===== config.mk =====
export PLATFORM = sky130hd
export DESIGN_NAME = rect_table_resource_parser_top
export DESIGN_NICKNAME = d
export VERILOG_FILES = /design/src/rtl/rtpr_pkg.sv /design/src/rtl/rtpr_core.sv /design/src/rtl/rtpr_out_queue.sv /design/src/rtl/rect_table_resource_parser_top.sv
export VERILOG_INCLUDE_DIRS = /design/src /design/src/rtl
export SDC_FILE = /design/constraint.sdc
export NUM_CORES = 1
export LEC_CHECK = 0
export ABC_AREA = 1
export BUFFER_PORTS_ARGS = -buffer_cell sky130_fd_sc_hd__clkbuf_2
export CORE_ASPECT_RATIO = 0.9
export CORE_MARGIN = 8
export CORE_UTILIZATION = 60
export DETAILED_ROUTE_END_ITERATION = 10
export PLACE_DENSITY = 0.78
export SKIP_LAST_GASP = 1
export SLEW_MARGIN = 25
export SYNTH_ARGS = -nofsm -noshare
export SYNTH_HDL_FRONTEND = slang
export SYNTH_HIERARCHICAL = 1
export SYNTH_SLANG_ARGS = --single-unit

===== constraint.sdc =====
create_clock -name clk_i -period 12.7 [get_ports clk_i]
set_input_delay 2.54 -clock clk_i [delete_from_list [all_inputs] [get_ports clk_i]]
set_output_delay 2.54 -clock clk_i [all_outputs]
set_load 0.02 [all_outputs]

===== src/rtl/rect_table_resource_parser_top_assert.svh =====
// assertion macros for the resource parser
`ifndef RECT_TABLE_RESOURCE_PARSER_TOP_ASSERT_SVH
`define RECT_TABLE_RESOURCE_PARSER_TOP_ASSERT_SVH

`ifndef SYNTHESIS
`define RTPR_ASSERT_IMPL(lbl, ante, cons, msg) \
  lbl: assert property (@(posedge clk_i) disable iff (!rst_ni) (ante) |-> (cons)) \
    else $error(msg);
`define RTPR_ASSERT_NEXT(lbl, ante, cons, msg) \
  lbl: assert property (@(posedge clk_i) disable iff (!rst_ni) (ante) |=> (cons)) \
    else $error(msg);
`else
`define RTPR_ASSERT_IMPL(lbl, ante, cons, msg)
`define RTPR_ASSERT_NEXT(lbl, ante, cons, msg)
`endif

`endif


===== src/rtl/rtpr_pkg.sv =====
package rtpr_pkg;

  typedef enum logic [1:0] {
    PH_REF  = 2'd0,
    PH_HEAD = 2'd1,
    PH_RECT = 2'd2,
    PH_TAIL = 2'd3
  } phase_e;

  typedef enum logic [1:0] {
    KIND_HEADER = 2'd0,
    KIND_RECT   = 2'd1,
    KIND_END    = 2'd2
  } kind_e;

  typedef enum logic [2:0] {
    ST_OK           = 3'd0,
    ST_BAD_REF      = 3'd1,
    ST_UNTERMINATED = 3'd2,
    ST_SHORT_HEADER = 3'd3,
    ST_SHORT_RECTS  = 3'd4
  } status_e;

  typedef struct packed {
    kind_e              kind;
    logic signed [31:0] id;
    logic [15:0]        w0;
    logic [15:0]        w1;
    logic [15:0]        w2;
    logic [15:0]        w3;
    status_e            status;
    logic               last;
  } rec_t;

  // records produced by one accepted byte, zero to two
  typedef struct packed {
    logic [1:0] count;
    rec_t       first;
    rec_t       second;
  } push_t;

  localparam int unsigned QueueDepth = 4;

  localparam logic [7:0]  CharZero = 8'h30;
  localparam logic [7:0]  CharNine = 8'h39;
  localparam logic [34:0] RadixTen = 35'd10;
  localparam logic [34:0] IdMax    = 35'h7FFFFFFF;
  localparam logic [2:0]  HeadLastPos = 3'd5;
  localparam logic [2:0]  RectLastPos = 3'd7;

endpackage


===== src/rtl/rtpr_core.sv =====
module rtpr_core (
  input  logic                 clk_i,
  input  logic                 rst_ni,
  input  logic                 accept_i,
  input  logic [7:0]           data_byte_i,
  input  logic                 final_byte_i,
  output rtpr_pkg::push_t      push_o
);

  rtpr_pkg::phase_e phase_q, phase_d, phase_m;
  logic [2:0]  pos_q, pos_d, pos_m;
  logic [30:0] value_q, value_d, value_m;
  logic        empty_q, empty_d, empty_m;
  logic        invalid_q, invalid_d, invalid_m;
  logic [15:0] left_q, left_d, left_m;
  logic [63:0] gather_q, gather_d;

  logic [34:0] prod;
  logic [3:0]  digit;
  logic        data_emit;
  rtpr_pkg::rec_t data_rec, end_rec;
  logic signed [31:0] id;
  rtpr_pkg::status_e status;

  assign digit = data_byte_i[3:0] - rtpr_pkg::CharZero[3:0];
  assign prod  = 35'(value_q) * rtpr_pkg::RadixTen + 35'(digit);

  // byte-level update of parser state
  always_comb begin
    phase_m   = phase_q;
    pos_m     = pos_q;
    value_m   = value_q;
    empty_m   = empty_q;
    invalid_m = invalid_q;
    left_m    = left_q;
    gather_d  = gather_q;
    data_emit = 1'b0;
    data_rec  = '0;
    unique case (phase_q) inside
      rtpr_pkg::PH_REF: begin
        if (data_byte_i == 8'd0) begin
          phase_m = rtpr_pkg::PH_HEAD;
          pos_m   = '0;
        end else begin
          empty_m = 1'b0;
          if (!invalid_q) begin
            if (data_byte_i < rtpr_pkg::CharZero || data_byte_i > rtpr_pkg::CharNine) begin
              invalid_m = 1'b1;
            end else if (prod > rtpr_pkg::IdMax) begin
              invalid_m = 1'b1;
            end else begin
              value_m = prod[30:0];
            end
          end
        end
      end
      rtpr_pkg::PH_HEAD, rtpr_pkg::PH_RECT: begin
        gather_d[{pos_q, 3'b000} +: 8] = data_byte_i;
        pos_m = pos_q + 3'd1;
        if (phase_q == rtpr_pkg::PH_HEAD && pos_q == rtpr_pkg::HeadLastPos) begin
          data_emit     = 1'b1;
          data_rec.kind = rtpr_pkg::KIND_HEADER;
          data_rec.w0   = gather_d[15:0];
          data_rec.w1   = gather_d[31:16];
          data_rec.w2   = gather_d[47:32];
          left_m        = gather_d[47:32];
          phase_m       = (gather_d[47:32] == 16'd0) ? rtpr_pkg::PH_TAIL : rtpr_pkg::PH_RECT;
          pos_m         = '0;
        end else if (phase_q == rtpr_pkg::PH_RECT && pos_q == rtpr_pkg::RectLastPos) begin
          data_emit     = 1'b1;
          data_rec.kind = rtpr_pkg::KIND_RECT;
          data_rec.w0   = gather_d[15:0];
          data_rec.w1   = gather_d[31:16];
          data_rec.w2   = gather_d[47:32];
          data_rec.w3   = gather_d[63:48];
          left_m        = left_q - 16'd1;
          if (left_q == 16'd1) begin
            phase_m = rtpr_pkg::PH_TAIL;
          end
          pos_m = '0;
        end
      end
      rtpr_pkg::PH_TAIL: begin
      end
      default: begin
      end
    endcase
  end

  always_comb begin
    if (empty_m) begin
      id = '1;
    end else if (invalid_m) begin
      id = '0;
    end else begin
      id = {1'b0, value_m};
    end

    if (phase_m == rtpr_pkg::PH_REF) begin
      status = rtpr_pkg::ST_UNTERMINATED;
    end else if (invalid_m) begin
      status = rtpr_pkg::ST_BAD_REF;
    end else if (phase_m == rtpr_pkg::PH_HEAD) begin
      status = rtpr_pkg::ST_SHORT_HEADER;
    end else if (phase_m == rtpr_pkg::PH_RECT && left_m != 16'd0) begin
      status = rtpr_pkg::ST_SHORT_RECTS;
    end else begin
      status = rtpr_pkg::ST_OK;
    end
  end

  always_comb begin
    end_rec        = '0;
    end_rec.kind   = rtpr_pkg::KIND_END;
    end_rec.id     = id;
    end_rec.status = status;
    end_rec.last   = 1'b1;

    push_o        = '0;
    push_o.second = end_rec;
    if (data_emit) begin
      push_o.first      = data_rec;
      push_o.first.id   = id;
      push_o.first.last = !final_byte_i;
    end else begin
      push_o.first = end_rec;
    end
    if (accept_i) begin
      push_o.count = 2'(data_emit) + 2'(final_byte_i);
    end

    // the final byte puts the parser back to its start state
    if (final_byte_i) begin
      phase_d   = rtpr_pkg::PH_REF;
      pos_d     = '0;
      value_d   = '0;
      empty_d   = 1'b1;
      invalid_d = 1'b0;
      left_d    = '0;
    end else begin
      phase_d   = phase_m;
      pos_d     = pos_m;
      value_d   = value_m;
      empty_d   = empty_m;
      invalid_d = invalid_m;
      left_d    = left_m;
    end
  end

  always_ff @(posedge clk_i or negedge rst_ni) begin
    if (!rst_ni) begin
      phase_q   <= rtpr_pkg::PH_REF;
      pos_q     <= '0;
      value_q   <= '0;
      empty_q   <= 1'b1;
      invalid_q <= 1'b0;
      left_q    <= '0;
    end else if (accept_i) begin
      phase_q   <= phase_d;
      pos_q     <= pos_d;
      value_q   <= value_d;
      empty_q   <= empty_d;
      invalid_q <= invalid_d;
      left_q    <= left_d;
    end
  end

  // gathered bytes are always written before they are read
  always_ff @(posedge clk_i) begin
    if (accept_i) begin
      gather_q <= gather_d;
    end
  end

endmodule


===== src/rtl/rtpr_out_queue.sv =====
module rtpr_out_queue #(
  parameter int unsigned Depth = rtpr_pkg::QueueDepth
) (
  input  logic            clk_i,
  input  logic            rst_ni,
  input  rtpr_pkg::push_t push_i,
  input  logic            stall_i,
  output logic            valid_o,
  output logic            full_o,
  output rtpr_pkg::rec_t  rec_o
);

  localparam int unsigned PtrW = (Depth > 1) ? $clog2(Depth) : 1;
  localparam int unsigned CntW = $clog2(Depth + 1);

  rtpr_pkg::rec_t entries_q [Depth];
  logic [PtrW-1:0] wr_q, wr_d, rd_q, rd_d, wr_nx;
  logic [CntW-1:0] count_q, count_d;
  logic            pop;

  function automatic logic [PtrW-1:0] ptr_inc(input logic [PtrW-1:0] p);
    logic [PtrW-1:0] r;
    if (p == PtrW'(Depth - 1)) begin
      r = '0;
    end else begin
      r = p + PtrW'(1);
    end
    return r;
  endfunction

  assign valid_o = (count_q != '0);
  // room for two records is kept so one byte never overruns
  assign full_o  = (count_q > CntW'(Depth - 2));
  assign rec_o   = entries_q[rd_q];
  assign pop     = valid_o && !stall_i;
  assign wr_nx   = ptr_inc(wr_q);

  always_comb begin
    rd_d    = pop ? ptr_inc(rd_q) : rd_q;
    count_d = count_q + CntW'(push_i.count) - CntW'(pop);
    case (push_i.count)
      2'd1:    wr_d = wr_nx;
      2'd2:    wr_d = ptr_inc(wr_nx);
      default: wr_d = wr_q;
    endcase
  end

  always_ff @(posedge clk_i or negedge rst_ni) begin
    if (!rst_ni) begin
      wr_q    <= '0;
      rd_q    <= '0;
      count_q <= '0;
    end else begin
      wr_q    <= wr_d;
      rd_q    <= rd_d;
      count_q <= count_d;
    end
  end

  always_ff @(posedge clk_i) begin
    if (push_i.count != 2'd0) begin
      entries_q[wr_q] <= push_i.first;
    end
    if (push_i.count == 2'd2) begin
      entries_q[wr_nx] <= push_i.second;
    end
  end

endmodule


===== src/rtl/rect_table_resource_parser_top.sv =====
// a byte's records are written into a small output queue when the byte is taken
// throughput: one byte per cycle; a byte may cause two records, which leave one per cycle
// while out_stall_i is low, and input stalls only while the queue lacks room for two
// reset: asynchronous active low, parser back to the reference string, queue emptied
`include "rect_table_resource_parser_top_assert.svh"

module rect_table_resource_parser_top #(
  parameter int unsigned QueueDepth = rtpr_pkg::QueueDepth
) (
  input  logic               clk_i,
  input  logic               rst_ni,
  input  logic               in_valid_i,
  output logic               in_stall_o,
  input  logic [7:0]         data_byte_i,
  input  logic               final_byte_i,
  output logic               out_valid_o,
  input  logic               out_stall_i,
  output logic [1:0]         record_kind_o,
  output logic signed [31:0] resource_id_o,
  output logic [15:0]        word_zero_o,
  output logic [15:0]        word_one_o,
  output logic [15:0]        word_two_o,
  output logic [15:0]        word_three_o,
  output logic [2:0]         status_o,
  output logic               last_of_run_o
);

  logic            accept;
  logic            full;
  rtpr_pkg::push_t push;
  rtpr_pkg::rec_t  rec;

  assign in_stall_o = full;
  assign accept     = in_valid_i && !full;

  rtpr_core u_core (
    .clk_i        (clk_i),
    .rst_ni       (rst_ni),
    .accept_i     (accept),
    .data_byte_i  (data_byte_i),
    .final_byte_i (final_byte_i),
    .push_o       (push)
  );

  rtpr_out_queue #(
    .Depth (QueueDepth)
  ) u_queue (
    .clk_i   (clk_i),
    .rst_ni  (rst_ni),
    .push_i  (push),
    .stall_i (out_stall_i),
    .valid_o (out_valid_o),
    .full_o  (full),
    .rec_o   (rec)
  );

  assign record_kind_o = rec.kind;
  assign resource_id_o = rec.id;
  assign word_zero_o   = rec.w0;
  assign word_one_o    = rec.w1;
  assign word_two_o    = rec.w2;
  assign word_three_o  = rec.w3;
  assign status_o      = rec.status;
  assign last_of_run_o = rec.last;

  `RTPR_ASSERT_NEXT(a_final_gives_record, accept && final_byte_i, out_valid_o, "no end record queued")
  `RTPR_ASSERT_IMPL(a_stall_means_pending, in_stall_o, out_valid_o, "input stalled with empty queue")
  `RTPR_ASSERT_IMPL(a_end_is_last, out_valid_o && record_kind_o == rtpr_pkg::KIND_END, last_of_run_o, "end record not last")
  `RTPR_ASSERT_IMPL(a_status_only_end, out_valid_o && record_kind_o != rtpr_pkg::KIND_END, status_o == rtpr_pkg::ST_OK, "status on data record")

endmodule


==> metrics.cfg <==
[synth]
yosys.area_share.adder_pct=3.67
syn_inst=3892
synth_top_family_by_area=simple AND/OR/NAND/NOR gates
seq_area_frac_synth_pct=49.6
synth-compound-area-share_pct=14.5
ys.flop_type=edfxtp_1
synth.avg_cell_area_um2=8.14
synth-async-reset-ratio_pct=11.4
synth_edf_count=472
synthXorXnorAreaFrac_pct=1.02
syn_area_um2=31700
synth_cell_types=49
synth.area.mux_share_pct=0.0316
synthSimpleGateAreaFrac_pct=20.5
yosysWarnings=6
ys_ff_latch=533

[cells_and_area]
final_nets=3966
post-route-cell-area_um2=33800
final_common_cell=nand2_1
drive_above_1_share_pct=7.01
final_cells=4608
synthToLayoutAreaGrowth_pct=6.66
most-common-layout-cells=nand2_1 (965), o21ai_0 (669), edfxtp_1 (472)
n_fill_cell=4326

[setup_path]
end_kind=flop
reg2reg_depth=16
crit_path_cell_trace=inv_1 > ha_1 > inv_1 > nor2_1 > a21oi_4 > buf_4 > inv_1 > ha_1 > nand2_1 > inv_1 > inv_1 > ha_1 > nand2_4 > o21ai_4 > buf_4 > buf_4
worstPathMaxFanout=96
start_kind=flop
crit_cells=16
path_common_cell=inv_1
crit_type=reg2reg
cp_slowest_cell=buf_4
cpPeakStageDelay_ps=850
cp_num_buf_inv=8
cp.required_ps=12940
critPathTopFamily=buffers and inverters
worstPathArrival_ps=7030

[job]
max-cap-violations=0

[clock_network]
clk_latency_ps=620
cts_tree=built
cts.path.max_buffers=3
cts_buffers=54
cts-root-buf=clkbuf_16
numClockSinks=533
post_cts_buffers=0
ctsHtreeMaxLevel=2
path_clk_slew_ps=60
cts-resized-gates=0
cts_hold_buf=0

[sta]
rsz0062_at_grt=no
timing.fmax_ghz=0.147
max-slew-margin-rel_pct=26.6
min_period_over_period_pct=53.4
hold_violations=0
finalSetupViolCount=0
tns_ps=0
min_period_ps=6780
maxSlewViolCount=0
whs_ps=499
worstMarginPinSlew_ps=1090
worst_clock_skew_ps=21.8

[floorplan]
row_count=80
die_h_um=234
coreArea_um2=52600
dieArea_um2=60400
io_pins=117
die_w_um=258
start_util_pct=60.3

[power]
powerDensity_nw_per_um2=177
leakage_uw=0.0138
ir_drop_mv=0.121

[global_routing]
grtUsageTotal_pct=27.3
grt_max_degree=121
grt_pass1_wl_mm=132
grt_pass1_vias=23921
overflow=0
antenna_found_initial=4

[min_path]
hold_path_depth=2
hold_class=reg2reg

[placement]
placed_area_um2=32000
dpl.hpwl_mm=54.6
dp_cells=4502
port_buffers=116
gp_congestion=0.972

[detailed_routing]
ant_nets=0
routedWlPerCell_um=18.5
dr_total_vias=26604
first_pass_iters=8
drc=0
drt_iter0_drc=3289
finalWirelength_mm=85.5
vias_per_cell=5.77

[status]
status=completed

==> state kept, by name, indices dropped and copies added (netlist names), 2 cells and up <==
signal and count:
u_queue/wr_q 2, u_core/left_q 16, u_queue/count_q 3, u_core/gather_q 64, u_queue/entries_q 408, u_queue/rd_q 2
u_core/pos_q 3, u_core/phase_q 2, u_core/value_q 31
==> worst register-to-register path, delay by kind of cell, from the launching register on <==
family | cells | cell delay (ps)
buf+inv | 8 | 2650
fa+ha+maj | 3 | 1640
simple gates | 3 | 1400
flops | 1 | 400
compound gates | 2 | 240
==> cell families after synthesis <==
kind of cell	Yosys count
AO/OA/AOI/OAI	871
XOR/XNOR	36
adder cells (fa/ha/maj)	91
buffers and inverters	753
flip-flops	533
multiplexers	1
other	2
AND/OR/NAND/NOR	1605
==> cell type report <==
| type | instances | area, um2 | area share (%) |
|---|---|---|---|
| Antenna cell | 4 | 10.0 | 0.0296 |
| Clock buffer | 80 | 1520 | 4.50 |
| Clock inverter | 21 | 169 | 0.500 |
| Inverter | 456 | 1720 | 5.09 |
| Multi-Input combinational cell | 2671 | 12900 | 38.3 |
| Sequential cell | 533 | 15700 | 46.5 |
| Tap cell | 697 | 872 | 2.58 |
| Timing Repair Buffer | 146 | 841 | 2.49 |
==> routing by layer <==
layer | GRT usage, % | vias up | wire, um
met5 | 0 | - | 0
met4 | 8.73 | 0 | 2430
met3 | 4.57 | 162 | 9150
met2 | 42.6 | 1430 | 38100
met1 | 38.8 | 12266 | 35700
li1 | - | 12746 | -
==> report_power, final <==
group | switching [uW] | total (uW) | internal, uW
Clock | 672 | 1540 | 869
Sequential | 164 | 2230 | 2060
Combinational | 1580 | 2220 | 644
Total | 2410 | 5990 | 3580
==> cells in the mapped netlist (4+ instances only) <==
cell	n	area (um2)
nand2_1	969	3640
o21ai_0	673	3370
edfxtp_1	472	14200
inv_1	450	1690
nor2_1	402	1510
o22ai_1	124	776
nand3_1	120	601
buf_4	117	878
clkbuf_1	107	402
ha_1	88	1100
buf_2	68	340
dfrtp_1	60	1500
nand4_1	49	307
a21oi_1	34	170
xor2_1	24	210
nor3_1	17	85.1
o21ai_1	16	80.1
or2_2	16	100
nand3b_1	12	90.1
xnor2_1	11	96.3
o221ai_1	8	70.1
nor2_2	6	37.5
o21a_1	5	37.5
buf_6	4	45.0
==> worst paths after layout <==
check	end	from	slack, ps
min in group asynchronous	u_core/left_q[6]	rst_ni	1960
min reg2reg	u_core/empty_q	u_core/empty_q	500
min	u_core/empty_q	u_core/empty_q	500
max reg2reg	u_queue/entries_q[2][12]	u_core/phase_q[0]	5920
max in group asynchronous	u_queue/rd_q[0]	rst_ni	10150
max	u_queue/entries_q[2][12]	u_core/phase_q[0]	5920
==> per-stage QoR <==
stage | power, uW | worst slack [ps] | utilization (%)
2_1_floorplan | 3770 | 1190 | -
3_3_place_gp | 4420 | 5850 | 60.9
3_5_place_dp | 4450 | 6070 | 60.9
4_1_cts | 5970 | 6220 | 64.2
5_1_grt | 6270 | 5580 | 64.3
6_report | 5990 | 5920 | 64.3
Power figures use the tool's default switching activity.
